==> src/hdl/bmp8_pkg.sv <==
// Package for the 8-bit palettised BMP decoder.
// Holds the transaction structs, operation and error codes and fixed sizes.
// No dependencies.
package bmp8_pkg;

    localparam int MaxWidthDef   = 4096;
    localparam int MaxHeightDef  = 4096;
    localparam int PaletteDef    = 256;
    localparam int HeaderBytes   = 54;

    localparam logic [31:0] OFF_SIG    = 32'd1;
    localparam logic [31:0] OFF_DATA   = 32'd13;
    localparam logic [31:0] OFF_HSIZE  = 32'd17;
    localparam logic [31:0] OFF_WIDTH  = 32'd21;
    localparam logic [31:0] OFF_HEIGHT = 32'd25;
    localparam logic [31:0] OFF_PLANES = 32'd27;
    localparam logic [31:0] OFF_DEPTH  = 32'd29;
    localparam logic [31:0] OFF_COMP   = 32'd33;
    localparam logic [31:0] OFF_ISIZE  = 32'd37;
    localparam logic [31:0] OFF_COLORS = 32'd49;
    localparam logic [31:0] OFF_LAST   = 32'd53;

    localparam logic [15:0] SIG_BM     = 16'h4D42;
    localparam logic [31:0] INFO_SIZE  = 32'd40;

    localparam logic [2:0] ERR_SIG    = 3'd0;
    localparam logic [2:0] ERR_HSIZE  = 3'd1;
    localparam logic [2:0] ERR_PLANES = 3'd2;
    localparam logic [2:0] ERR_DEPTH  = 3'd3;
    localparam logic [2:0] ERR_COMP   = 3'd4;
    localparam logic [2:0] ERR_ISIZE  = 3'd5;
    localparam logic [2:0] ERR_BOUNDS = 3'd6;

    localparam logic [0:0] KIND_PIXEL = 1'b0;
    localparam logic [0:0] KIND_ERROR = 1'b1;

    localparam logic [2:0] REG_TRANSP = 3'd0;

    typedef enum logic [1:0] {
        OP_WR  = 2'd0,
        OP_PIX = 2'd1,
        OP_ERR = 2'd2
    } t_opkind;

    typedef struct packed {
        logic [7:0] file_byte;
        logic       first_byte;
    } t_in;

    typedef struct packed {
        logic        result_kind;
        logic [2:0]  error_code;
        logic [11:0] pixel_x;
        logic [11:0] pixel_y;
        logic [7:0]  red;
        logic [7:0]  green;
        logic [7:0]  blue;
        logic [7:0]  alpha;
        logic        last_pixel;
    } t_out;

    typedef struct packed {
        t_opkind     kind;
        logic [7:0]  idx;
        logic [23:0] color;
        logic        loaded;
        logic [2:0]  err;
        logic [11:0] x;
        logic [11:0] y;
        logic [7:0]  alpha;
        logic        last;
    } t_op;

endpackage

==> src/hdl/bmp8_front.sv <==
// Header parser and byte classifier: turns file bytes into palette writes,
// pixel requests and errors. Depends on bmp8_pkg.
module bmp8_front #(
    parameter int MAX_WIDTH       = bmp8_pkg::MaxWidthDef,
    parameter int MAX_HEIGHT      = bmp8_pkg::MaxHeightDef,
    parameter int PALETTE_ENTRIES = bmp8_pkg::PaletteDef
) (
    input  logic          i_clk,
    input  logic          i_rst_n,
    input  logic          i_accept,
    input  bmp8_pkg::t_in i_data,
    input  logic          i_transp,
    output logic          o_push,
    output bmp8_pkg::t_op o_op
);
    localparam int WW = $clog2(MAX_WIDTH + 1);
    localparam int HW = $clog2(MAX_HEIGHT + 1);
    localparam int SW = $clog2(MAX_WIDTH + 4);
    localparam int CW = $clog2(PALETTE_ENTRIES + 1);
    localparam int PW = CW + 3;

    typedef enum logic [1:0] {
        PH_IDLE, PH_HEADER, PH_BODY, PH_DONE
    } t_phase;

    t_phase           r_phase;
    logic [31:0]      r_off;
    logic [31:0]      r_acc;
    logic [WW-1:0]    r_width;
    logic [HW-1:0]    r_height;
    logic             r_bottom_up;
    logic [CW-1:0]    r_cc;
    logic [31:0]      r_pdo;
    logic [23:0]      r_asm;
    logic [23:0]      r_zero;
    logic [SW-1:0]    r_col;
    logic [HW-1:0]    r_row;
    logic [SW-1:0]    r_stride;
    logic [WW+HW-1:0] r_area;

    t_phase        ph;
    logic [31:0]   off;
    logic [31:0]   n_acc;
    logic [31:0]   hmag;
    logic [CW-1:0] n_cc;
    logic [PW-1:0] pal_end;
    logic [PW-1:0] n_pal_end;
    logic [31:0]   rel;
    logic [23:0]   wcol;
    logic [HW-1:0] ypos;
    logic          last;
    logic [7:0]    b;

    always_comb begin
        b         = i_data.file_byte;
        ph        = i_data.first_byte ? PH_HEADER : r_phase;
        off       = i_data.first_byte ? 32'd0 : r_off;
        n_acc     = {b, (i_data.first_byte ? 24'd0 : r_acc[31:8])};
        hmag      = n_acc[31] ? (~n_acc + 32'd1) : n_acc;
        n_cc      = (n_acc > 32'(PALETTE_ENTRIES)) ? CW'(PALETTE_ENTRIES) : n_acc[CW-1:0];
        pal_end   = PW'(bmp8_pkg::HeaderBytes) + {r_cc, 2'b00};
        n_pal_end = PW'(bmp8_pkg::HeaderBytes) + {n_cc, 2'b00};
        rel       = off - 32'(bmp8_pkg::HeaderBytes);
        wcol      = r_asm;
        if (rel[9:2] != 8'd0 && r_asm == r_zero) begin
            wcol = r_asm ^ 24'd1;
        end
        ypos = r_bottom_up ? (r_height - HW'(1) - r_row) : r_row;
        last = (r_row + HW'(1) == r_height) && (r_col + SW'(1) == SW'(r_width));

        o_push = 1'b0;
        o_op   = '0;
        if (i_accept && ph == PH_HEADER) begin
            o_op.kind = bmp8_pkg::OP_ERR;
            case (off)
                bmp8_pkg::OFF_SIG: begin
                    o_push = (n_acc[31:16] != bmp8_pkg::SIG_BM);
                    o_op.err = bmp8_pkg::ERR_SIG;
                end
                bmp8_pkg::OFF_HSIZE: begin
                    o_push = (n_acc != bmp8_pkg::INFO_SIZE);
                    o_op.err = bmp8_pkg::ERR_HSIZE;
                end
                bmp8_pkg::OFF_WIDTH: begin
                    o_push = n_acc[31] || n_acc == 32'd0 || n_acc > 32'(MAX_WIDTH);
                    o_op.err = bmp8_pkg::ERR_BOUNDS;
                end
                bmp8_pkg::OFF_HEIGHT: begin
                    o_push = hmag == 32'd0 || hmag > 32'(MAX_HEIGHT);
                    o_op.err = bmp8_pkg::ERR_BOUNDS;
                end
                bmp8_pkg::OFF_PLANES: begin
                    o_push = (n_acc[31:16] != 16'd1);
                    o_op.err = bmp8_pkg::ERR_PLANES;
                end
                bmp8_pkg::OFF_DEPTH: begin
                    o_push = (n_acc[31:16] != 16'd8);
                    o_op.err = bmp8_pkg::ERR_DEPTH;
                end
                bmp8_pkg::OFF_COMP: begin
                    o_push = (n_acc != 32'd0);
                    o_op.err = bmp8_pkg::ERR_COMP;
                end
                bmp8_pkg::OFF_ISIZE: begin
                    o_push = n_acc != 32'd0 && 64'(n_acc) != 64'(r_area);
                    o_op.err = bmp8_pkg::ERR_ISIZE;
                end
                bmp8_pkg::OFF_COLORS: begin
                    o_push = r_pdo < 32'(n_pal_end);
                    o_op.err = bmp8_pkg::ERR_BOUNDS;
                end
                default: begin
                    o_push = 1'b0;
                end
            endcase
        end else if (i_accept && ph == PH_BODY) begin
            if (off < 32'(pal_end)) begin
                o_push     = (rel[1:0] == 2'd3);
                o_op.kind  = bmp8_pkg::OP_WR;
                o_op.idx   = rel[9:2];
                o_op.color = wcol;
            end else if (off >= r_pdo && r_col < SW'(r_width)) begin
                o_push      = 1'b1;
                o_op.kind   = bmp8_pkg::OP_PIX;
                o_op.idx    = b;
                o_op.loaded = 9'(b) < 9'(r_cc);
                o_op.x      = 12'(r_col);
                o_op.y      = 12'(ypos);
                o_op.alpha  = (i_transp && b == 8'd0) ? 8'h00 : 8'hff;
                o_op.last   = last;
            end
        end
    end

    always_ff @(posedge i_clk) begin
        r_area <= (WW+HW)'(r_width) * (WW+HW)'(r_height);
        if (!i_rst_n) begin
            r_phase     <= PH_IDLE;
            r_off       <= '0;
            r_acc       <= '0;
            r_width     <= '0;
            r_height    <= '0;
            r_bottom_up <= 1'b0;
            r_cc        <= '0;
            r_pdo       <= '0;
            r_asm       <= '0;
            r_zero      <= '0;
            r_col       <= '0;
            r_row       <= '0;
            r_stride    <= '0;
        end else if (i_accept) begin
            if (i_data.first_byte) begin
                r_phase     <= PH_HEADER;
                r_width     <= '0;
                r_height    <= '0;
                r_bottom_up <= 1'b0;
                r_cc        <= '0;
                r_pdo       <= '0;
                r_asm       <= '0;
                r_zero      <= '0;
                r_col       <= '0;
                r_row       <= '0;
                r_stride    <= '0;
            end
            if (ph == PH_HEADER || ph == PH_BODY) begin
                r_off <= (off == 32'hffff_ffff) ? off : off + 32'd1;
            end
            if (ph == PH_HEADER) begin
                r_acc <= n_acc;
                if (o_push) begin
                    r_phase <= PH_DONE;
                end else begin
                    case (off)
                        bmp8_pkg::OFF_DATA: r_pdo <= n_acc;
                        bmp8_pkg::OFF_WIDTH: begin
                            r_width  <= n_acc[WW-1:0];
                            r_stride <= (SW'(n_acc[WW-1:0]) + SW'(3)) & ~SW'(3);
                        end
                        bmp8_pkg::OFF_HEIGHT: begin
                            r_height    <= hmag[HW-1:0];
                            r_bottom_up <= ~n_acc[31];
                        end
                        bmp8_pkg::OFF_COLORS: r_cc <= n_cc;
                        bmp8_pkg::OFF_LAST: r_phase <= PH_BODY;
                        default: r_phase <= PH_HEADER;
                    endcase
                end
            end else if (ph == PH_BODY) begin
                if (off < 32'(pal_end)) begin
                    case (rel[1:0])
                        2'd0: r_asm <= {16'd0, b};
                        2'd1: r_asm[15:8] <= b;
                        2'd2: r_asm[23:16] <= b;
                        default: begin
                            if (rel[9:2] == 8'd0) begin
                                r_zero <= r_asm;
                            end
                        end
                    endcase
                end else if (off >= r_pdo) begin
                    if (o_push && last) begin
                        r_phase <= PH_DONE;
                    end
                    if (r_col + SW'(1) >= r_stride) begin
                        r_col <= '0;
                        r_row <= r_row + HW'(1);
                    end else begin
                        r_col <= r_col + SW'(1);
                    end
                end
            end
        end
    end
endmodule

==> config.mk <==
export PLATFORM = sky130hd
export DESIGN_NAME = bmp8_front
export DESIGN_NICKNAME = d
export VERILOG_FILES = /design/src/hdl/bmp8_pkg.sv /design/src/hdl/bmp8_front.sv
export SDC_FILE = /design/constraint.sdc
export NUM_CORES = 1
export LEC_CHECK = 0
export ABC_AREA = 1
export BUFFER_PORTS_ARGS = -buffer_cell sky130_fd_sc_hd__buf_4
export CORE_MARGIN = 5
export CORE_UTILIZATION = 35
export CTS_CLUSTER_DIAMETER = 30
export DETAILED_ROUTE_END_ITERATION = 8
export GPL_TIMING_DRIVEN = 0
export HOLD_SLACK_MARGIN = 0.05
export PLACE_DENSITY_LB_ADDON = 0.08
export SLEW_MARGIN = 20
export SYNTH_ARGS = -nofsm -noshare
export SYNTH_HDL_FRONTEND = slang
export SYNTH_SLANG_ARGS = --single-unit
==> constraint.sdc <==
create_clock -name i_clk -period 6.5 [get_ports i_clk]
set_input_delay 1.3 -clock i_clk [delete_from_list [all_inputs] [get_ports i_clk]]
set_output_delay 1.3 -clock i_clk [all_outputs]
set_load 0.02 [all_outputs]
# --- After elaboration in Yosys (flattened, before gate mapping) ---
# Index checks and enable logic that the tools add are counted.
op_classes:
  addsub: 10
  n_mul: 1
  div: 0
  n_lt_le_gt_ge: 9
  n_eq_ne: 25
  shift: 0
  mux: 84
  bitwise: 3
  reduce_logical: 24
ops:
  columns: ["operator", "n"]
  rows:
  - ["$mux 13", 24]
  - ["$mux 24", 12]
  - ["$mux 32", 7]
  - ["$mux 33", 5]
  - ["$eq 32x5->1 const B", 5]
  - ["$eq 32x6->1 const B", 4]
  - ["$add 32x1->32 const B", 2]
  - ["$gt 32x13->1 const B", 2]
  - ["$logic_not 32->1", 2]
  - ["$lt 32x12->1", 2]
  - ["$mux 9", 6]
  - ["$mux 35", 1]
  - ["$eq 32x1->1 const B", 1]
  - ["$eq 32x32->1 const B", 1]
  - ["$eq 32x4->1 const B", 1]
  - ["$ge 32x32->1", 1]
  - ["$gt 32x9->1 const B", 1]
  - ["$ne 32x26->1", 1]
  - ["$ne 32x6->1 const B", 1]
  - ["$not 32->32", 1]
  - ["$pmux 8 s2", 2]
  - ["$reduce_bool 32->1", 1]
  - ["$add 13x1->13 const B", 2]
  - ["$eq 13x13->1", 2]
  - ["33 further kinds", 69]
word_totals:
  ff_bits: 247
  latch_bits: 0
  ram_bits: 0
  mem_bits_ro: 0
  input_bits: 13
  out_inout_bits: 72
  wordCells: 170
  memories: 0

# --- Longest topological paths before layout ---
# Gate-level depths: netlist of run 1.
logic_depth:
  ltp_word: 14
  ltp_mapped: 33
  mapped_depth_nobuf: 31

# --- Worst setup path after synthesis of run 1 ---
# Ideal clock, no wire load.
synth_timing:
  kind: "input to output"
  from: "input i_data[0] in the netlist's numbering"
  to: "output o_op[2] in the netlist's numbering"
  arrival_ns: 4.651
  required_time_ns: 5.200
  setup_slack_ns: 0.549
  cell_stages: 19
  path_buffers: 7
  path_cell_list: "inv_2 -> buf_6 -> buf_2 -> buf_4 -> clkbuf_1 -> buf_1 -> nand2_1 -> inv_1 -> ha_1 -> nand2_1 -> nor3_1 -> nand3_1 -> nor4_1 -> nand4_1 -> nand3_1 -> nand3_2 -> buf_1 -> a21oi_1 -> buf_4"
synth_lines:
  columns: ["element", "line_no", "source"]
  rows:
  - ["start, declared", "bmp8_front.sv:11", "input bmp8_pkg::t_in i_data,"]
  - ["end, declared", "bmp8_front.sv:14", "output bmp8_pkg::t_op o_op"]

==> results of run 1 <==
-- layer usage --
metal  up-vias  part of all wire  global-route usage
met5         -                 0                   0
met4         0             0.034             0.08703
met3       179             0.064             0.04013
met2       914              0.45              0.4276
met1     11970              0.45              0.3628
li1      12220                 -                   -
-- synth_stat cells (all sizes together), types with 3 or more instances --
cell type  number
or2            13
and3            4
nand2         780
nor4           24
o31ai          12
a21boi          6
a32o            4
a31oi           6
o32ai           5
nor3b           4
o21bai          7
nor2          300
ha            182
a21o            4
fa            122
clkinv          5
a211oi         13
nand4          55
o22ai          14
nand3         284
buf            57
and2            3
nand3b          4
xor2           92
o211ai         33
clkbuf        128
inv           675
dfxtp         239
o21ai         210
a21oi         299
xnor2          31
o221ai          6
nor3           63
a221oi          4
-- logic make-up (layout without fill, tap and decap cells) --
group | after synthesis | after routing | synth area share
xor gates and xnor gates | 124 | 124 | 0.04586
buffers and inverters | 865 | 1111 | 0.1398
and+or+nand+nor | 1535 | 1535 | 0.2741
adders and majority gates | 304 | 304 | 0.1968
AOI/OAI and AO/OA | 628 | 628 | 0.1438
DFF | 239 | 239 | 0.1995
other | 1 | 1 | 0.0001564
-- area by class of cell --
type	instances	share of cell area
Inverter	680	0.08932
Clock inverter	28	0.01051
Timing Repair Buffer	102	0.02673
Clock buffer	124	0.08478
Multi-Input combinational cell	2592	0.5553
Sequential cell	239	0.1656
Buffer	177	0.02959
Tap cell	882	0.03815
-- stage by stage --
stage / setup TNS, ns / area [sq um] / std cells / worst slack, ns
floorplan: 0 / 23980 / 3696 / 0.5486
global placement: -176.14 / 25690 / 4659 / -2.540
detailed placement: -173.58 / 25710 / 4660 / -2.527
CTS: 0 / 28740 / 4814 / 0.0001292
global route: -0.01595 / 28930 / 4824 / -0.01595
finish: 0 / 28930 / 4824 / 0.1876
-- repair_timing --
item	CTS	global route
endpoints found under the setup margin	173	21
buffers inserted	7	13
hold buffers	0	0
gates cloned	0	0
pin swaps	4	11
gates resized for setup	85	49
-- worst min-delay path, stage by stage (launching register included) --
cell	delay [ns]
dfxtp_1	0.31
nand2_1	0.06
nor2_1	0.04
-- worst min-delay path by stage --
stage	to	cells after the start	slack [ns]	from
final	r_stride[0]	2	0.45	r_stride[0]
after global routing	r_phase[1]	2	0.49	r_phase[1]
after CTS	r_stride[0]	2	0.45	r_stride[0]
after detailed placement	r_stride[0]	2	0.44	r_stride[0]
after global placement	r_stride[0]	2	0.43	r_stride[0]
after floorplan	r_stride[0]	2	0.42	r_stride[0]
-- power by group through the flow --
stage                     Clock, W  Sequential (W)  Combinational [W]
after floorplan                  0         0.00162           0.000721
after global placement           0         0.00166            0.00107
after detailed placement         0         0.00166            0.00106
after CTS                  0.00388         0.00164            0.00108
after global routing       0.00399         0.00165            0.00122
final                      0.00384         0.00164            0.00110
-- flip-flops by register name (all words and copies together) (netlist names) --
signal,count
r_acc,24
r_area,26
r_asm,24
r_bottom_up,1
r_cc,9
r_col,13
r_height,13
r_off,32
r_pdo,32
r_phase,2
r_row,13
r_stride,13
r_width,13
r_zero,24
==> impl_results.md, run 1 <==
* Status: complete, no violations
* Worst Tran Pin Value at 1.186 ns
* Sw Ratio at 0.3107
* Switching pwr at 0.002044 W
* Row cnt at 96
* Sequential area share after synthesis at 0.1995
* Flop pwr share at 0.249
* Final wirelength at 100200 um
* PD cells at approximately 230 nW/um^2
* Critical path origin: i_data[0]
* Setup-failing EPs final at 0
* Max-cap violations at 0
* Most used cell, CP: buf_4
* Crit path capture type: output pin
* FF+latch count, synth at 239
* Layout area overhead at 20.61%
* Post-route ant nets at 0
* IO Count at 85
* CTS H-Tree Depth at 3
* Drt drc at 0
* Total congestion overflow at 0
* Share of cells above drive strength 1 at 0.09741
* Multi-input gate area at approximately 16000 sq um
* First-pass GRT wire length at 150600 um
* CTS buffer count at 84
* Initial Utilization at 0.3515
* Post-synth ARST share at 0
* Comb pwr share at 0.167
* Worst setup path endpoint: o_op[67]
* Crit-path slowest cell: o22ai_1
* LEAKAGE at 14.63 nW
* Fillers at 7393
* Post-synthesis area per instance at roughly 6.5 sq um
* Final net count at about 4.2k
* Fin crit period at 6.312 ns
* Most frequent cells in the layout: nand2_1 (765), inv_1 (662), a21oi_1 (295)
* CP Buf/Inv Count at 9
* Cells along the critical path: buf_6 -> inv_12 -> buf_6 -> buf_4 -> buf_8 -> buf_4 -> nand2_1 -> inv_1 -> ha_1 -> nand2_1 -> nor3_1 -> nand3_1 -> nor4_2 -> nand4_1 -> nand3_2 -> nand3_4 -> buf_4 -> o22ai_1 -> buf_4
* CP Launch Type: input pin
* R2R Setup Slk at 0.39 ns
* Top post-synthesis cells by area: dfxtp_1 (20%), nand2_1 (12%), inv_1 (10%), fa_1 (10%), ha_1 (9.5%)
* Initial DRC Count at about 2.0k
* Max-slew violations at 0
* Hold Path Class: reg -> reg
* Clock Path Buffers at 3
* Cells after Synth at 3696
* Post-synth top area share at 0.1995
* Internal Pwr Total at 0.004534 W
* Synth warn at 0
* Post-layout util at 0.4240
* Worst-path fanout max at 19
* Vias post-DR at 25.28k
* Clock skew after layout at 0.06270 ns
* Peak VDD IR at 0.1822 mV
* Die Y at 271.8 um
* CTS tree: built
* Total Power at approximately 0.0066 W
* Die ar. at 73850 sq um
* Final period util at 0.9711
* Largest net degree at the start of global routing at 20
* Vias in the first global route at 24.15k
* Area leader, netlist: dfxtp_1
* Slew headroom at 0.2027
* CTS Sinks at 239
* Initial antenna violation count at 2
* Setup CP Type: in -> out
* IO buf count at 81
* EDFF count, synth at 0
* FF/Latch Area at 4790 sq um
* Die width at 271.8 um
* Worst-path clk slew at 0.04 ns
* Reg-to-Reg End: r_area[23]
* Main flop type after synthesis: dfxtp_1
* ANT cells at 0
* Synth unique cells at 52
* GRT Total Usage at 0.2645
* Drt via density at 5.240
* Detailed Place HPWL at 79030 um
* R2R Path Start: r_width[11]
* Syn Nets at 4013
* Largest delay share family, worst path: buffers and inverters
* WP data required at 5.20 ns
* Number of stages on the worst setup path at 19
* Final hold vios at 0
* Fmax at 158.4 MHz
* Crit path DAT at 5.01 ns
* Critical Path Max Stage Delay at 0.37 ns
* Wire per inst at 20.78 um
* Hold_ws at 0.4536 ns
* Gp weighted congestion at around 0.95
* Most common cell after layout, fill and taps aside: nand2_1
* CTS root buffer: clkbuf_16
* R2R depth at 19
* Clock Latency Late Sink at 0.64 ns
* Power share of the clock group at 0.583
* Core area at 68230 sq um
* Synthesized area at 23980 sq um
* First drt pass iteration count at 6
Power figures use the tool's default switching activity.
==> inputs of run 2 (changes only) <==
Settings changed: ABC_AREA 1 to default, CAP_MARGIN from default to 20.
Clock period 6.5 ns to 5.3 ns, I/O delays scaled along.
==> run 2 against run 1 <==
The run now ends with setup timing left. Sequential share of layout area barely moved. First-iteration DRC count shrank 3.4%. Synthesized cell count decreased by 27%. Synthesized area decreased by 9.9%. Worst hold slack better by 0.027 ns. Die area decreased by 9.6%. Largest power group unchanged.
==> impl_results.md, run 2 <==
* Share of cells above drive strength 1 at 0.2108
* Layout area overhead at 35.76%
* Crit path capture type: output pin
* Post-layout util at 0.4778
* Core area at 61370 sq um
* Largest delay share family, worst path: buffers and inverters
* Crit-path slowest cell: mux2i_1
* Total Power at 0.006724 W
* CP Launch Type: input pin
* Post-synth ARST share at 0
* CTS Sinks at 239
* Worst-path fanout max at 3
* Top post-synthesis cells by area: dfxtp_1 (22%), fa_1 (11%), ha_1 (11%), nand2_1 (4.5%), xnor2_1 (4.4%)
* Status: complete, but fails checks
* Gp weighted congestion at 0.9254
* PD cells at 229.3 nW/um^2
* CP Buf/Inv Count at 17
* Setup-failing EPs final at approximately 110
* Synth warn at 0
* Final net count at ~3.3k
* Failing checks: setup timing
* Most frequent cell after synthesis: nand2_1
* Fillers at 5959
* Initial DRC Count at 1954
* Area leader, netlist: dfxtp_1
* Worst Tran Pin Value at 1.190 ns
* Slew headroom at 0.2070
* Setup ws final at -1.158 ns
* Cells after Synth at 2694
* Post-synth top area share at 0.2215
* Post-route ant nets at 0
* Setup CP Type: in -> out
* Die width at 258.4 um
* Final wirelength at 93050 um
* Max-slew violations at 0
* Synth unique cells at approximately 80
* Top Registers: r_off (32), r_pdo (32), r_area (26)
* Initial Utilization at 0.3520
* Setup Slack @ Placement at -2.875 ns
* ANT cells at 0
* Clock skew after layout at 0.05610 ns
* EDFF count, synth at 0
* Finished Layout Cells at 3836
* Synthesized area at 21600 sq um
* Vias post-DR at 21.60k
* Wire per inst at about 24 um
* Fmax at 154.8 MHz
* CTS H-Tree Depth at 3
* Die Y at about 260 um
* Fin crit period at 6.458 ns
* RSZ-0062 raised after global routing: true
* Final period util at 1.219
* Initial antenna violation count at 2
* Max-cap violations at 0
* Sequential area share after synthesis at 0.2215
* Worst-path clk slew at 0.04 ns
* Drt drc at 0
* GRT Total Usage at 0.2704
* Critical Path Max Stage Delay at 0.38 ns
* Most frequent cells in the layout: nand2_1 (252), inv_1 (243), dfxtp_1 (216)
* Placed Cells at 3567
* IO Count at 85
* Row cnt at 91
* Crit path DAT at 5.40 ns
* Clock Path Buffers at 3
* Hold Path Class: reg -> reg
* CTS buffer count at 73
* Largest net degree at the start of global routing at 20
* Detailed Place HPWL at 67660 um
* First-pass GRT wire length at between 100000 and 150000 um
* Vias in the first global route at around 21k
* Final hold vios at 0
* Drt via density at approximately 5.6
* Post-synthesis area per instance at around 8 sq um
* Die ar. at 66780 sq um
* Most used cell, CP: buf_4
* Main flop type after synthesis: dfxtp_1
* CTS root buffer: clkbuf_16
* Total congestion overflow at 0
* WP data required at 4.24 ns
* Syn Nets at around 3k
* LEAKAGE at 12.46 nW
* Peak VDD IR at 0.2867 mV
* Synth cell count leaders: nand2_1 (260), inv_1 (251), dfxtp_1 (239)
* First drt pass iteration count at 5
* FF+latch count, synth at 239
* IO buf count at 83
* CTS tree: built
* Most common cell after layout, fill and taps aside: nand2_1
* Clock Latency Late Sink at 0.62 ns
## run 2: cell count changes after synthesis, moves of 50 or more
cell,before,now
nand2_1,770,260
inv_1,667,251
nand3_1,281,68
a21oi_1,299,109
and2_1,3,132
nor2_1,290,207
xnor2_1,31,108
o21ai_0,188,112
nor2b_1,0,57
a22oi_1,0,50
## run 2: logic make-up (layout without fill, tap and decap cells)
kind of cell / Yosys count / after routing / synth area share
xor+xnor: 160 / 160 / 0.06488
fa+ha+maj: 304 / 304 / 0.2185
simple gates: 994 / 994 / 0.2326
compound gates: 544 / 544 / 0.1757
mux: 18 / 18 / 0.008515
buf+inv: 434 / 786 / 0.07808
other cells: 1 / 1 / 0.0001736
flops: 239 / 239 / 0.2215
## run 2: cell type report
class | count | area, sq um | area share
Inverter | 252 | 973.4 | 0.03319
Multi-Input combinational cell | 2021 | 16210 | 0.5527
Sequential cell | 239 | 4861 | 0.1658
Clock buffer | 96 | 2093 | 0.07138
Tap cell | 790 | 988.4 | 0.03371
Timing Repair Buffer | 231 | 2246 | 0.07658
Clock inverter | 30 | 460.4 | 0.01570
Buffer | 177 | 1496 | 0.05103
## run 2: path summary, 6_finish.rpt
| check | start | end | slack (ns) | cells past startpoint |
|---|---|---|---|---|
| max | i_data[0] | o_push | -1.16 | 29 |
| min | r_stride[1] | r_stride[1] | 0.48 | 1 |
| max reg2reg | r_height[2] | r_area[22] | -0.33 | 21 |
| min reg2reg | r_stride[1] | r_stride[1] | 0.48 | 1 |
## run 2: where the power goes
part	switching [W]	internal, W	total [W]
Combinational	0.000327	0.000143	0.000470
Sequential	0.00000825	0.00180	0.00181
Clock	0.00138	0.00307	0.00444
Total	0.00171	0.00501	0.00672
## run 2: per-layer routing
metal | track usage | up-vias | share of wire
met4 | 0.08824 | 0 | 0.034
met3 | 0.04823 | 159 | 0.069
met1 | 0.3835 | 10650 | 0.45
met2 | 0.4187 | 865 | 0.44
li1 | - | 9930 | -
met5 | 0 | - | 0
## run 2: timing repair
| item | in CTS | in global routing |
|---|---|---|
| resized for setup | 314 | 120 |
| setup endpoints to repair | 194 | 128 |
| hold buffers | 0 | 0 |
| gates cloned | 2 | 5 |
| pin swaps | 73 | 66 |
| hold endpoints to repair | 0 | 0 |
| buffers inserted | 104 | 38 |
## run 2: per-stage QoR
step	hold WS, ns	setup TNS, ns	area [sq um]
CTS	0.4758	-41.23	28590
detailed placement	0.4668	-348.39	23830
global route	0.5032	-72.53	29330
finish	0.4809	-59.07	29330
global placement	0.4638	-361.70	23830
floorplan	0.4439	-11.59	22220
