===== config.mk =====
export PLATFORM = sky130hd
export DESIGN_NAME = bmp8_queue
export DESIGN_NICKNAME = d
export VERILOG_FILES = /design/src/hdl/bmp8_pkg.sv /design/src/hdl/bmp8_queue.sv
export SDC_FILE = /design/constraint.sdc
export NUM_CORES = 1
export LEC_CHECK = 0
export ABC_AREA = 1
export BUFFER_PORTS_ARGS = -buffer_cell sky130_fd_sc_hd__buf_2
export CAP_MARGIN = 20
export CELL_PAD_IN_SITES_DETAIL_PLACEMENT = 1
export CELL_PAD_IN_SITES_GLOBAL_PLACEMENT = 2
export CORE_MARGIN = 1
export CORE_UTILIZATION = 35
export DETAILED_ROUTE_END_ITERATION = 10
export HOLD_SLACK_MARGIN = 0.15
export PLACE_DENSITY_LB_ADDON = 0.05
export SLEW_MARGIN = 10
export SYNTH_ARGS = -nofsm -noshare
export SYNTH_HDL_FRONTEND = slang
export SYNTH_SLANG_ARGS = --single-unit

===== constraint.sdc =====
create_clock -name i_clk -period 5.5 [get_ports i_clk]
set_clock_uncertainty 0.1 [all_clocks]
set_input_delay 0.275 -clock i_clk [delete_from_list [all_inputs] [get_ports i_clk]]
set_output_delay 0.275 -clock i_clk [all_outputs]
set_load 0.02 [all_outputs]

===== src/hdl/bmp8_pkg.sv =====
// Package for the 8-bit palettised BMP decoder.
// Holds the transaction structs, operation and error codes and fixed sizes.
// No dependencies.
package bmp8_pkg;

    localparam int MaxWidthDef   = 4096;
    localparam int MaxHeightDef  = 4096;
    localparam int PaletteDef    = 256;
    localparam int HeaderBytes   = 54;

    localparam logic [31:0] OFF_SIG    = 32'd1;
    localparam logic [31:0] OFF_DATA   = 32'd13;
    localparam logic [31:0] OFF_HSIZE  = 32'd17;
    localparam logic [31:0] OFF_WIDTH  = 32'd21;
    localparam logic [31:0] OFF_HEIGHT = 32'd25;
    localparam logic [31:0] OFF_PLANES = 32'd27;
    localparam logic [31:0] OFF_DEPTH  = 32'd29;
    localparam logic [31:0] OFF_COMP   = 32'd33;
    localparam logic [31:0] OFF_ISIZE  = 32'd37;
    localparam logic [31:0] OFF_COLORS = 32'd49;
    localparam logic [31:0] OFF_LAST   = 32'd53;

    localparam logic [15:0] SIG_BM     = 16'h4D42;
    localparam logic [31:0] INFO_SIZE  = 32'd40;

    localparam logic [2:0] ERR_SIG    = 3'd0;
    localparam logic [2:0] ERR_HSIZE  = 3'd1;
    localparam logic [2:0] ERR_PLANES = 3'd2;
    localparam logic [2:0] ERR_DEPTH  = 3'd3;
    localparam logic [2:0] ERR_COMP   = 3'd4;
    localparam logic [2:0] ERR_ISIZE  = 3'd5;
    localparam logic [2:0] ERR_BOUNDS = 3'd6;

    localparam logic [0:0] KIND_PIXEL = 1'b0;
    localparam logic [0:0] KIND_ERROR = 1'b1;

    localparam logic [2:0] REG_TRANSP = 3'd0;

    typedef enum logic [1:0] {
        OP_WR  = 2'd0,
        OP_PIX = 2'd1,
        OP_ERR = 2'd2
    } t_opkind;

    typedef struct packed {
        logic [7:0] file_byte;
        logic       first_byte;
    } t_in;

    typedef struct packed {
        logic        result_kind;
        logic [2:0]  error_code;
        logic [11:0] pixel_x;
        logic [11:0] pixel_y;
        logic [7:0]  red;
        logic [7:0]  green;
        logic [7:0]  blue;
        logic [7:0]  alpha;
        logic        last_pixel;
    } t_out;

    typedef struct packed {
        t_opkind     kind;
        logic [7:0]  idx;
        logic [23:0] color;
        logic        loaded;
        logic [2:0]  err;
        logic [11:0] x;
        logic [11:0] y;
        logic [7:0]  alpha;
        logic        last;
    } t_op;

endpackage


===== src/hdl/bmp8_queue.sv =====
// Two-entry operation queue between the parser and the pixel back end.
// Depends on bmp8_pkg.
module bmp8_queue (
    input  logic          i_clk,
    input  logic          i_rst_n,
    input  logic          i_push,
    input  bmp8_pkg::t_op i_data,
    output logic          o_full,
    output logic          o_valid,
    output bmp8_pkg::t_op o_data,
    input  logic          i_pop
);
    bmp8_pkg::t_op r_buf [2];
    logic          r_wp;
    logic          r_rp;
    logic [1:0]    r_cnt;

    always_ff @(posedge i_clk) begin
        if (!i_rst_n) begin
            r_wp  <= 1'b0;
            r_rp  <= 1'b0;
            r_cnt <= 2'd0;
        end else begin
            if (i_push) begin
                r_buf[r_wp] <= i_data;
                r_wp        <= ~r_wp;
            end
            if (i_pop) begin
                r_rp <= ~r_rp;
            end
            r_cnt <= r_cnt + 2'(i_push) - 2'(i_pop);
        end
    end

    assign o_full  = r_cnt[1];
    assign o_valid = (r_cnt != 2'd0);
    assign o_data  = r_buf[r_rp];
endmodule


# Word-level counts from Yosys, hierarchy flattened
# Memories as Yosys holds them, arrays and structs flattened. A register that Yosys moved wholly into a read port is not among the register bits.
# Index checks and enable logic that the tools add are counted.
[totals]
ff_bits = 4
memories = 1
elab_cells = 14
out_inout_bits = 73
ramBits = 142
in_bits = 75
[mem_list]
columns = ["name", "words", "word_bits", "read_ports", "rd_clocked_by_memory_dff", "wr", "line", "rtl"]
rows = [
  ["r_buf", 2, 71, 1, 1, 1, "bmp8_queue.sv:13", "bmp8_pkg::t_op r_buf [2];"],
]
[classes]
add_sub_neg = 2
reduce_logical = 1
mux = 5
bitwise_logic = 2
[ops]
columns = ["op", "n"]
rows = [
  ["two-way mux 1 bit", 5],
  ["adder 2 x 1 -> 2 bit", 1],
  ["NOT 1 bit", 2],
  ["nonzero test 2 bit", 1],
  ["subtractor 2 x 1 -> 2 bit", 1],
]

# Depth between registers and ports, before layout
# Gate-level depths: netlist (run 1).
[logic_depth]
ltp_word = 3
ltp_mapped = 9
mapped_depth_nobuf = 9

# Worst setup path before layout (run 1)
# No wires, ideal clock.
[synth_path]
path_type = "register -> register"
from = "reg r_wp"
to = "mem r_buf[1][0] (netlist bit), enable pin"
arrival_ns = 5.191
required_time_ns = 4.813
period_less_slack_ns = 5.878
setup_time_ns = 0.587
n_path_buf = 0
stages_incl_launch_ff = 3
setup_slack_ns = -0.378
cell_sequence = "dfxtp_1 > inv_1 > nor3_1"
[synth_rtl]
columns = ["item", "line", "rtl"]
rows = [
  ["from (decl)", "bmp8_queue.sv:14", "logic r_wp;"],
  ["from (signal assigned)", "bmp8_queue.sv:26", "r_wp <= ~r_wp;"],
  ["to (decl)", "bmp8_queue.sv:13", ""],
]
# Straight into the memory's write port.

==> metrics.log, run 1 <==
[metrics] outcome: completed
[metrics] power per cell area: about 360 nW/um2
[metrics] width of the die: about 130 um
[metrics] Clock Sink Count: about 150
[metrics] startpoint type of the worst setup path: flip-flop
[metrics] max-slew violation count: 0
[metrics] critical path data arrival time: ~2.5 ns
[metrics] standard cell with the maximum stage delay on the critical path: sky130_fd_sc_hd__dfxtp_4
[metrics] post-placement setup slack: between 2 and 3 ns
[metrics] Synth Area per Inst: roughly 23 um2
[metrics] Iter 0 DRT Violations: 150
[metrics] Slew Limit Headroom: 0.364
[metrics] Period Utilization, post-route: 0.514
[metrics] remaining design rule violation count: 0
[metrics] Mapped Area: 5700 um2
[metrics] post-synthesis instance total: 252
[metrics] HPWL after DPL: 6.74 mm
[metrics] Vert. Die Dim: about 130 um
[metrics] largest driver fanout on the critical path: between 40 and 50
[metrics] share of final-layout standard cells stronger than drive strength 1: 0.502
[metrics] Remaining Overflow, GRT: 0
[metrics] total negative slack for setup checks: 0 ns
[metrics] remaining antenna violation count: 0
[metrics] number of cells traversed by the worst register-to-register path: 4
[metrics] Hold Fails Final Rpt: 0
[metrics] average routed wire per standard cell: between 15 and 20 um
[metrics] crit path capture type: output pin
[metrics] Inserted Clock Buffers: 17
[metrics] number of hold buffers added after cts: 75
[metrics] starting density of the core: 0.359
[metrics] sequential share of the synthesized area: 0.765
[metrics] IR drop worst, VDD: about 200 uV
[metrics] static power due to leakage: roughly 3.2 nW
[metrics] max-capacitance violation count: 0
[metrics] number of antenna violations at the first check in global routing: 1
[metrics] Resized cells post-CTS: 0
[metrics] number of global-route vias before repair: 3286
[metrics] final net count: roughly 570
[metrics] number of warning messages in the yosys log: 0
[metrics] Final setup viols: 0
[metrics] endpoint required time on the critical path: around 5.1 ns
[metrics] Critical Path, Cell by Cell: buf_4 > mux2_4 > buf_2
[metrics] total detailed-routing wirelength: 10.9 mm
[metrics] die outline area: around 17000 um2
[metrics] clk slew on worst S/H paths: roughly 0.05 ns
[metrics] CTS tree: yes
[metrics] signed area change from the synthesized netlist to the final layout: 40.0%
[metrics] count of distinct cell types in the synthesized netlist: 14
[metrics] worst hold path depth: 2
[metrics] critical setup path kind: reg -> out
[metrics] number of flip-flops and latches in the synthesized netlist: roughly 150
[metrics] area of the core region: 15900 um2
[metrics] unrepaired setup endpoints after global routing: false
[metrics] number of top-level pins: between 100 and 150
[metrics] minimum setup slack in the final design: approximately 2.7 ns
[metrics] worst-case clock buffer depth: 2
[metrics] largest net degree at the start of global routing: 50
[metrics] clock root buffer: sky130_fd_sc_hd__clkbuf_16
[metrics] Site Rows: 46
[metrics] via count: approximately 3100
[metrics] RePlAce Congestion: 0.645
[metrics] later-pin clock latency in the skew report: ~0.4 ns
[metrics] total number of H-tree levels: 4
[metrics] Max stage delay on crit path: 0.88 ns
[metrics] timing-limited maximum frequency: 354 MHz
[metrics] global-route wire length before repair: ~16 mm
[metrics] Buffers on Ports: 147
[metrics] First-pass DRT Iterations: 4
[metrics] Syn Nets: about 330
[metrics] Worst-Margin Slew: 0.951 ns
[metrics] worst hold path type: reg -> reg
[metrics] filler cell count in the final layout: ~1600
[metrics] vias per cell: between 4 and 5
[metrics] overall global routing resource usage: 0.135
[metrics] post-layout min period: 2.83 ns
[metrics] buffers inserted during post-CTS setup optimization: 0
==> worst paths after layout <==
| path | from | endpoint | slack [ns] |
|---|---|---|---|
| hold / removal | r_wp$_SDFFE_PN0P_ | r_wp$_SDFFE_PN0P_ | 0.37 |
| setup reg to reg | r_wp$_SDFFE_PN0P_ | r_buf[0][28]$_DFFE_PP_ | 3.14 |
| hold reg to reg | r_wp$_SDFFE_PN0P_ | r_wp$_SDFFE_PN0P_ | 0.37 |
| setup / recovery | flip-flop | o_data[14] | 2.67 |
==> metal layers <==
metal | routed length (um) | up-vias | global-route usage
li1 | - | 1455 | -
met1 | 4690 | 1511 | 0.153
met2 | 5480 | 99 | 0.232
met3 | 601 | 13 | 0.0454
met4 | 161 | 0 | 0.0616
met5 | 0 | - | 0
==> per-stage QoR <==
step / power (mW) / area [um2] / hold slack (ns) / instances / util
6_report: 2.84 / 7990 / 0.371 / 719 / 0.503
5_1_grt: 2.94 / 7990 / 0.422 / 719 / 0.503
4_1_cts: 2.88 / 7980 / 0.376 / 718 / 0.503
3_5_place_dp: 1.61 / 6610 / 0.366 / 611 / 0.416
3_3_place_gp: 1.61 / 6610 / 0.354 / 611 / 0.416
2_1_floorplan: 1.53 / 5710 / 0.268 / 252 / -
==> synth_stat cells <==
cell type / instances / area share
sky130_fd_sc_hd__nor3_1: 1 / 0.00088
sky130_fd_sc_hd__nand3_1: 1 / 0.00088
sky130_fd_sc_hd__ha_1: 2 / 0.0044
sky130_fd_sc_hd__dfxtp_1: 5 / 0.018
sky130_fd_sc_hd__mux2_4: 70 / 0.18
sky130_fd_sc_hd__buf_6: 1 / 0.0020
sky130_fd_sc_hd__nand2_1: 7 / 0.0046
sky130_fd_sc_hd__inv_1: 8 / 0.0053
sky130_fd_sc_hd__mux2_2: 1 / 0.0020
sky130_fd_sc_hd__buf_12: 7 / 0.025
sky130_fd_sc_hd__nor2_1: 4 / 0.0026
sky130_fd_sc_hd__a21oi_1: 2 / 0.0018
sky130_fd_sc_hd__xnor2_1: 1 / 0.0015
sky130_fd_sc_hd__edfxtp_1: 142 / 0.75
==> worst max-delay path: cells and delay by family, from the launching register on <==
family | cells | cell delay, ns
flip-flops | 1 | 0.88
multiplexers | 1 | 0.36
buffers and inverters | 2 | 0.79
==> where the power goes <==
group	leakage (nW)	internal (mW)	switching [mW]	total, mW
logic	1.53	0.169	0.156	0.324
clock network	0.303	0.796	0.418	1.21
registers	1.35	1.27	0.0266	1.30
total	3.18	2.24	0.600	2.84
==> area by class of cell <==
cell class	count	area, um2	area share
inverters	8	30.0	0.00376
diodes	1	2.50	0.000313
clock inverters	13	189	0.0237
flip-flops and latches	147	4370	0.547
repair buffers	226	1520	0.190
clock buffers	19	433	0.0542
multi-input cells	89	1180	0.147
well taps	216	270	0.0338
==> logic make-up after synthesis <==
family,Yosys count,share of synthesized area
AOI/OAI and AO/OA,2,0.00176
xor gates and xnor gates,1,0.00154
adders and majority gates,2,0.00439
buffers and inverters,16,0.0318
DFF,147,0.765
muxes,71,0.186
and+or+nand+nor,13,0.00899
==> cells in the final DEF, fill, tap and decap left out, types with 2 or more instances in the layout <==
master	instances
sky130_fd_sc_hd__buf_2	147
sky130_fd_sc_hd__nand2_1	7
sky130_fd_sc_hd__bufinv_16	5
sky130_fd_sc_hd__inv_1	8
sky130_fd_sc_hd__edfxtp_1	142
sky130_fd_sc_hd__ha_1	2
sky130_fd_sc_hd__buf_4	4
sky130_fd_sc_hd__a21oi_1	2
sky130_fd_sc_hd__clkinv_1	3
sky130_fd_sc_hd__dlygate4sd3_1	75
sky130_fd_sc_hd__mux2_4	70
sky130_fd_sc_hd__nor2_1	3
sky130_fd_sc_hd__clkbuf_1	2
sky130_fd_sc_hd__clkbuf_16	17
sky130_fd_sc_hd__dfxtp_1	4
sky130_fd_sc_hd__clkinv_2	4
==> sequential cells by signal, indices dropped and copies added, names as in the netlist, named ones only <==
register	flops
r_buf	142
r_cnt	2
r_rp	1
r_wp	1
(Power assumes the default switching activity.)
==> run 2: changes to the inputs <==
clock period = 2.6 ns   (was 5.5 ns; I/O delays follow)
==> run 2 against run 1 <==
Cell area down 0.72%. Critical path type unchanged. Combinational power up 120%. Highest routed layer unchanged. Via count decreased by 1.3%. First-iteration DRC count is 24% lower. Hold slack lost 0.035 ns. Sequential power is 110% higher. Clock power rose by 79%. Wire length is essentially flat. Die area unchanged. Global-route usage about the same.
==> metrics.log, run 2 (synthesis results as in run 1) <==
[metrics] largest net degree at the start of global routing: 72 (+44%)
[metrics] buffers inserted during post-CTS setup optimization: 0 (unchanged)
[metrics] max-capacitance violation count: 0 (unchanged)
[metrics] register containing the most flip-flops in the final layout: r_buf
[metrics] vias per cell: 4.23 (-1.3%)
[metrics] average routed wire per standard cell: 15.2 um (about the same)
[metrics] Period Utilization, post-route: 0.809
[metrics] post-placement setup slack: 0.896 ns (-2.09 ns)
[metrics] Final setup viols: 0 (unchanged)
[metrics] largest registers: r_buf (142), r_cnt (2)
[metrics] met1 usage: 0.144 (-0.00843)
[metrics] Top Usage Layer GRT: met2
[metrics] area of the core region: 15900 um2 (unchanged)
[metrics] clk slew on worst S/H paths: 0.06 ns (about the same)
[metrics] crit-path leading delay family: buffers and inverters
[metrics] total negative slack for setup checks: 0 ns (unchanged)
[metrics] total detailed-routing wirelength: 10.9 mm (about the same)
[metrics] Buffers on Ports: 147 (unchanged)
[metrics] total placed instance area: 6650 um2 (+0.59%)
[metrics] starting density of the core: 0.359 (unchanged)
[metrics] worst-case clock buffer depth: 2 (unchanged)
[metrics] clock root buffer: sky130_fd_sc_hd__clkbuf_16
[metrics] Worst Hold Slack: 0.336 ns (-0.0348 ns)
[metrics] final net count: 566 (unchanged)
[metrics] worst hold path depth: 2 (unchanged)
[metrics] share of final-layout standard cells stronger than drive strength 1: 0.504 (+0.00199)
[metrics] Slew Limit Headroom: 0.712 (+0.347)
[metrics] timing-limited maximum frequency: between 400 and 500 MHz
[metrics] remaining antenna violation count: 0 (unchanged)
[metrics] Iter 0 DRT Violations: 114 (-24%)
[metrics] later-pin clock latency in the skew report: 0.41 ns (about the same)
[metrics] Worst-Margin Slew: 0.433 ns (-0.519 ns)
[metrics] IR drop worst, VDD: 418 uV (+110%)
[metrics] power per cell area: 707 nW/um2 (+99%)
[metrics] Placed Cells incl. Taps: 611 (unchanged)
[metrics] via count: 3039 (-1.3%)
[metrics] Max stage delay on crit path: 0.53 ns (-0.35 ns)
[metrics] startpoint type of the worst setup path: flip-flop
[metrics] max FFs per register: 142 (unchanged)
[metrics] Remaining Overflow, GRT: 0 (unchanged)
[metrics] critical path data arrival time: 1.87 ns (-0.58 ns)
[metrics] met2 global-route usage: 0.240 (+0.00755)
[metrics] max-slew violation count: 0 (unchanged)
[metrics] RePlAce Congestion: 0.662 (+2.7%)
[metrics] post-layout instance count excluding filler cells: 719 (unchanged)
[metrics] filler cell count in the final layout: 1559 (+0.13%)
[metrics] most common library cell in the layout ignoring fill and taps: sky130_fd_sc_hd__buf_2
[metrics] number of top-level pins: 148 (unchanged)
[metrics] critical setup path kind: reg -> out
[metrics] worst hold path type: in -> reg
[metrics] endpoint required time on the critical path: 2.37 ns (-2.75 ns)
[metrics] number of cells traversed by the worst register-to-register path: 7 (+3)
[metrics] unrepaired setup endpoints after global routing: false
[metrics] crit path capture type: output pin
[metrics] minimum setup slack in the final design: 0.496 ns (-2.18 ns)
[metrics] static power due to leakage: 3.14 nW (-1.3%)
[metrics] Critical Path, Cell by Cell: buf_4 > mux2_4 > buf_2
[metrics] remaining design rule violation count: 0 (unchanged)
[metrics] die outline area: 16800 um2 (unchanged)
[metrics] signed area change from the synthesized netlist to the final layout: 39.0%
[metrics] HPWL after DPL: 6.50 mm (-3.7%)
[metrics] highest-count cells in the layout ignoring fill and taps: sky130_fd_sc_hd__buf_2 (147), sky130_fd_sc_hd__edfxtp_1 (142), sky130_fd_sc_hd__dlygate4sd3_1 (75)
[metrics] CTS tree: yes
[metrics] number of stages on the worst setup path: 3 (unchanged)
[metrics] number of global-route vias before repair: 3279 (-0.21%)
[metrics] outcome: completed
[metrics] Clock Sink Count: 147 (unchanged)
[metrics] post-layout min period: ~2.1 ns
[metrics] largest driver fanout on the critical path: 22 (-46%)
[metrics] width of the die: 130 um (unchanged)
[metrics] number of antenna violations at the first check in global routing: 1 (unchanged)
[metrics] number of buffers and inverters on the critical path: 2 (unchanged)
[metrics] First-pass DRT Iterations: 4 (unchanged)
[metrics] total number of H-tree levels: 4 (unchanged)
[metrics] Hold Fails Final Rpt: 0 (unchanged)
[metrics] global-route wire length before repair: 16.3 mm (-0.92%)
[metrics] setup slack of the most critical reg-to-reg path: 0.83 ns (-2.31 ns)
[metrics] overall global routing resource usage: 0.136 (+0.000344)
[metrics] post-route cell area: 7930 um2 (-0.72%)
[metrics] Vert. Die Dim: 130 um (unchanged)
[metrics] GR Util met3: 0.0487 (+0.00330)
[metrics] standard cell with the maximum stage delay on the critical path: sky130_fd_sc_hd__dfxtp_4
[metrics] Inserted Clock Buffers: 17 (unchanged)
[metrics] Site Rows: 46 (unchanged)
run 2: cell count changes in the layout (fill, tap and decap cells not counted):
cell,change
sky130_fd_sc_hd__buf_12,+3
sky130_fd_sc_hd__buf_4,-3
sky130_fd_sc_hd__bufinv_16,-4
sky130_fd_sc_hd__clkbuf_1,-1
sky130_fd_sc_hd__clkinv_1,+2
sky130_fd_sc_hd__clkinv_2,+1
sky130_fd_sc_hd__clkinvlp_4,+2
sky130_fd_sc_hd__dfxtp_1,-1
sky130_fd_sc_hd__dfxtp_2,+1
sky130_fd_sc_hd__inv_1,-1
sky130_fd_sc_hd__inv_2,+1
run 2: metrics by stage:
step | util | power (mW)
finish | 0.499 | 5.61
global route | 0.499 | 5.83
CTS | 0.499 | 5.70
detailed placement | 0.419 | 3.41
global placement | 0.419 | 3.40
floorplan | - | 3.23
run 2: final timing paths:
check	startpoint	end
min reg2reg	r_wp$_SDFFE_PN0P_	r_wp$_SDFFE_PN0P_
max	flip-flop	o_data[11]
max reg2reg	r_cnt[0]$_SDFF_PN0_	r_cnt[0]$_SDFF_PN0_
min	i_data[1]	r_buf[0][1]$_DFFE_PP_
run 2: area by class of cell:
class	instances	area, um2	area share
flip-flops and latches	147	4370	0.551
clock buffers	18	429	0.0541
inverters	8	30.0	0.00379
clock inverters	14	96.3	0.0122
multi-input cells	89	1180	0.148
well taps	216	270	0.0341
diodes	1	2.50	0.000316
repair buffers	226	1550	0.196
run 2: what timing repair did:
action | 4_1_cts | 5_1_grt
hold buffers | 75 | 0
endpoints found under the hold margin | 147 | 0
resized for setup | 0 | 0
run 2: where the power goes:
part | switching, mW | internal (mW)
logic | 0.349 | 0.364
clock network | 0.880 | 1.29
registers | 0.0347 | 2.69
total | 1.26 | 4.34
run 2: per-layer routing:
metal / vias to the layer above / share of wire
met1: 1473 / 0.41
met2: 92 / 0.52
met5: - / 0
met3: 17 / 0.062
li1: 1457 / -
met4: 0 / 0.015
==> run 3: changes to the inputs <==
clock period = 1.9 ns   (was 2.6 ns; I/O delays follow)
==> run 3 against run 2 <==
Sequential cell count stayed put. Wire length is 0.16% higher. Hold slack worse by 0.036 ns. Clock power is 59% higher. Non-clock buffer count is 6 higher. Cell area is 1.8% higher. Critical path type unchanged. Largest power group unchanged.
==> metrics.log, run 3 (synthesis results as in run 1) <==
[metrics] outcome: completed
[metrics] Total Power Consumption: 8.18 mW (+46%)
[metrics] area of the core region: 15900 um2 (unchanged)
[metrics] starting density of the core: 0.359 (unchanged)
[metrics] Final setup viols: 0 (unchanged)
[metrics] share of final-layout standard cells stronger than drive strength 1: 0.516 (+0.0118)
[metrics] number of top-level pins: 148 (unchanged)
[metrics] critical setup path kind: reg -> out
[metrics] average routed wire per standard cell: 15.1 um (-0.54%)
[metrics] power per cell area: 1010 nW/um2 (+43%)
[metrics] unrepaired setup endpoints after global routing: false
[metrics] die outline area: 16800 um2 (unchanged)
[metrics] remaining design rule violation count: 0 (unchanged)
[metrics] number of buffers and inverters on the critical path: 2 (unchanged)
[metrics] Vert. Die Dim: 130 um (unchanged)
[metrics] First-pass DRT Iterations: 2 (-2)
[metrics] largest net degree at the start of global routing: 72 (unchanged)
[metrics] Placed Cells incl. Taps: 615 (+0.65%)
[metrics] diode count: 0 (-1)
[metrics] post-layout instance count excluding filler cells: 724 (+0.70%)
[metrics] timing-limited maximum frequency: 564 MHz
[metrics] Period Utilization, post-route: 0.933
[metrics] global-route wire length before repair: 16.7 mm (+2.5%)
[metrics] post-placement setup slack: 0.344 ns (-0.552 ns)
[metrics] number of antenna violations at the first check in global routing: 0 (-1)
[metrics] remaining antenna violation count: 0 (unchanged)
[metrics] total negative slack for setup checks: 0 ns (unchanged)
[metrics] final net count: 572 (+1.1%)
[metrics] largest driver fanout on the critical path: 24 (+9.1%)
[metrics] net switching power of the design: 1.79 mW (+42%)
[metrics] HPWL after DPL: 6.91 mm (+6.4%)
[metrics] total placed instance area: 6680 um2 (+0.45%)
[metrics] RePlAce Congestion: 0.703 (+6.1%)
[metrics] total detailed-routing wirelength: 10.9 mm (+0.16%)
[metrics] worst-case clock buffer depth: 2 (unchanged)
[metrics] Hold Fails Final Rpt: 0 (unchanged)
[metrics] worst hold path type: in -> reg
[metrics] Int Pwr: 6.39 mW (+47%)
[metrics] max-slew violation count: 0 (unchanged)
[metrics] clk slew on worst S/H paths: 0.06 ns (about the same)
[metrics] crit path capture type: output pin
[metrics] destination of the worst hold path: r_buf[1][63]$_DFFE_PP_
[metrics] static power due to leakage: 3.21 nW (+2.4%)
[metrics] share of total power in the clock network: 0.421 (+0.035)
[metrics] Critical Path, Cell by Cell: buf_12 > mux2_4 > buf_2
[metrics] critical path data arrival time: 1.58 ns (-0.29 ns)
[metrics] Inserted Clock Buffers: 17 (unchanged)
[metrics] crit-path leading delay family: flip-flops
[metrics] Buffers on Ports: 147 (unchanged)
[metrics] startpoint of the lowest-slack hold path: i_data[63]
[metrics] Worst-Margin Slew: 0.426 ns (-0.00654 ns)
[metrics] standard cell with the maximum stage delay on the critical path: sky130_fd_sc_hd__dfxtp_4
[metrics] later-pin clock latency in the skew report: 0.41 ns (about the same)
[metrics] beginning of the worst register-to-register path: r_cnt[0]$_SDFF_PN0_
[metrics] number of global-route vias before repair: 3333 (+1.6%)
[metrics] CTS tree: yes
[metrics] register containing the most flip-flops in the final layout: r_buf
[metrics] startpoint type of the worst setup path: flip-flop
[metrics] signed area change from the synthesized netlist to the final layout: 41.6%
[metrics] Site Rows: 46 (unchanged)
[metrics] endpoint required time on the critical path: 1.70 ns (-0.67 ns)
[metrics] max-capacitance violation count: 0 (unchanged)
[metrics] combinational share of power: 0.124 (-0.003)
[metrics] Worst Hold Slack: 0.300 ns (-0.0360 ns)
[metrics] number of cells traversed by the worst register-to-register path: 7 (unchanged)
[metrics] setup slack of the most critical reg-to-reg path: 0.15 ns (-0.68 ns)
[metrics] final cell utilization of the core: 0.508 (+0.00914)
[metrics] max FFs per register: 142 (unchanged)
[metrics] most common library cell in the layout ignoring fill and taps: sky130_fd_sc_hd__buf_2
[metrics] highest-count cells in the layout ignoring fill and taps: sky130_fd_sc_hd__buf_2 (147), sky130_fd_sc_hd__edfxtp_1 (142), sky130_fd_sc_hd__dlygate4sd3_1 (75)
[metrics] IR drop worst, VDD: 559 uV (+34%)
[metrics] Max stage delay on crit path: 0.43 ns (-0.10 ns)
[metrics] fraction of power spent switching nets: 0.219 (-0.00634)
[metrics] sequential cell fraction of total power: 0.455 (-0.032)
[metrics] post-route cell area: 8070 um2 (+1.8%)
[metrics] Remaining Overflow, GRT: 0 (unchanged)
[metrics] width of the die: 130 um (unchanged)
[metrics] Clock Sink Count: 147 (unchanged)
[metrics] Iter 0 DRT Violations: 118 (+3.5%)
[metrics] end of the worst register-to-register path: r_cnt[0]$_SDFF_PN0_
[metrics] worst hold path depth: 2 (unchanged)
[metrics] total number of H-tree levels: 4 (unchanged)
[metrics] via count: 3077 (+1.3%)
[metrics] overall global routing resource usage: 0.138 (+0.00246)
[metrics] vias per cell: 4.25 (+0.55%)
[metrics] minimum setup slack in the final design: 0.127 ns (-0.369 ns)
[metrics] post-layout min period: about 1.8 ns
[metrics] clock root buffer: sky130_fd_sc_hd__clkbuf_16
[metrics] largest registers: r_buf (142), r_cnt (2)
[metrics] Slew Limit Headroom: 0.716 (+0.00436)
## run 3: cell count changes in the layout (fill, tap and decap cells not counted)
cell	before	now
sky130_fd_sc_hd__bufinv_16	1	4
sky130_fd_sc_hd__clkinv_1	5	2
sky130_fd_sc_hd__clkinv_4	0	2
sky130_fd_sc_hd__buf_12	3	4
sky130_fd_sc_hd__buf_4	1	6
sky130_fd_sc_hd__diode_2	1	0
sky130_fd_sc_hd__clkinv_2	5	2
sky130_fd_sc_hd__inv_6	0	1
## run 3: area by class of cell
type / instances / area, um2
fillers: 1557 / 7810
well taps: 216 / 270
clock inverters: 14 / 186
repair buffers: 232 / 1610
multi-input cells: 89 / 1180
inverters: 8 / 30.0
clock buffers: 18 / 429
flip-flops and latches: 147 / 4370
## run 3: how the worst max path moves through the flow
stage,cells past startpoint,slack [ns],endpoint
2_1_floorplan,2,-0.71,r_buf[1][0]$_DFFE_PP_
3_3_place_gp,3,0.35,o_data[34]
3_5_place_dp,3,0.34,o_data[34]
4_1_cts,3,0.07,o_data[34]
5_1_grt,3,0.06,o_data[34]
6_report,3,0.13,o_data[34]
## run 3: timing repair
item	in CTS	in global routing
endpoints found under the hold margin	147	0
gates resized for setup	0	0
setup buffers	2	0
hold buffers	75	0
setup endpoints to repair	58	0
## run 3: worst reg2reg max path, delay by kind of cell, from the launching register on
kind / cells / cell delay [ns]
buf+inv: 4 / 0.66
fa+ha+maj: 2 / 0.52
flops: 1 / 0.30
simple gates: 1 / 0.06
## run 3: metal layers
| layer | part of all wire | GRT usage |
|---|---|---|
| met1 | 0.42 | 0.152 |
| met2 | 0.51 | 0.240 |
| met3 | 0.049 | 0.0438 |
| met4 | 0.018 | 0.0698 |
| met5 | 0 | 0 |
## run 3: power by group through the flow
stage	clock network (mW)	registers, mW	logic, mW
6_report	3.45	3.72	1.01
5_1_grt	3.67	3.73	1.09
4_1_cts	3.56	3.73	1.03
3_5_place_dp	0	3.81	0.874
3_3_place_gp	0	3.80	0.863
2_1_floorplan	0	3.78	0.639
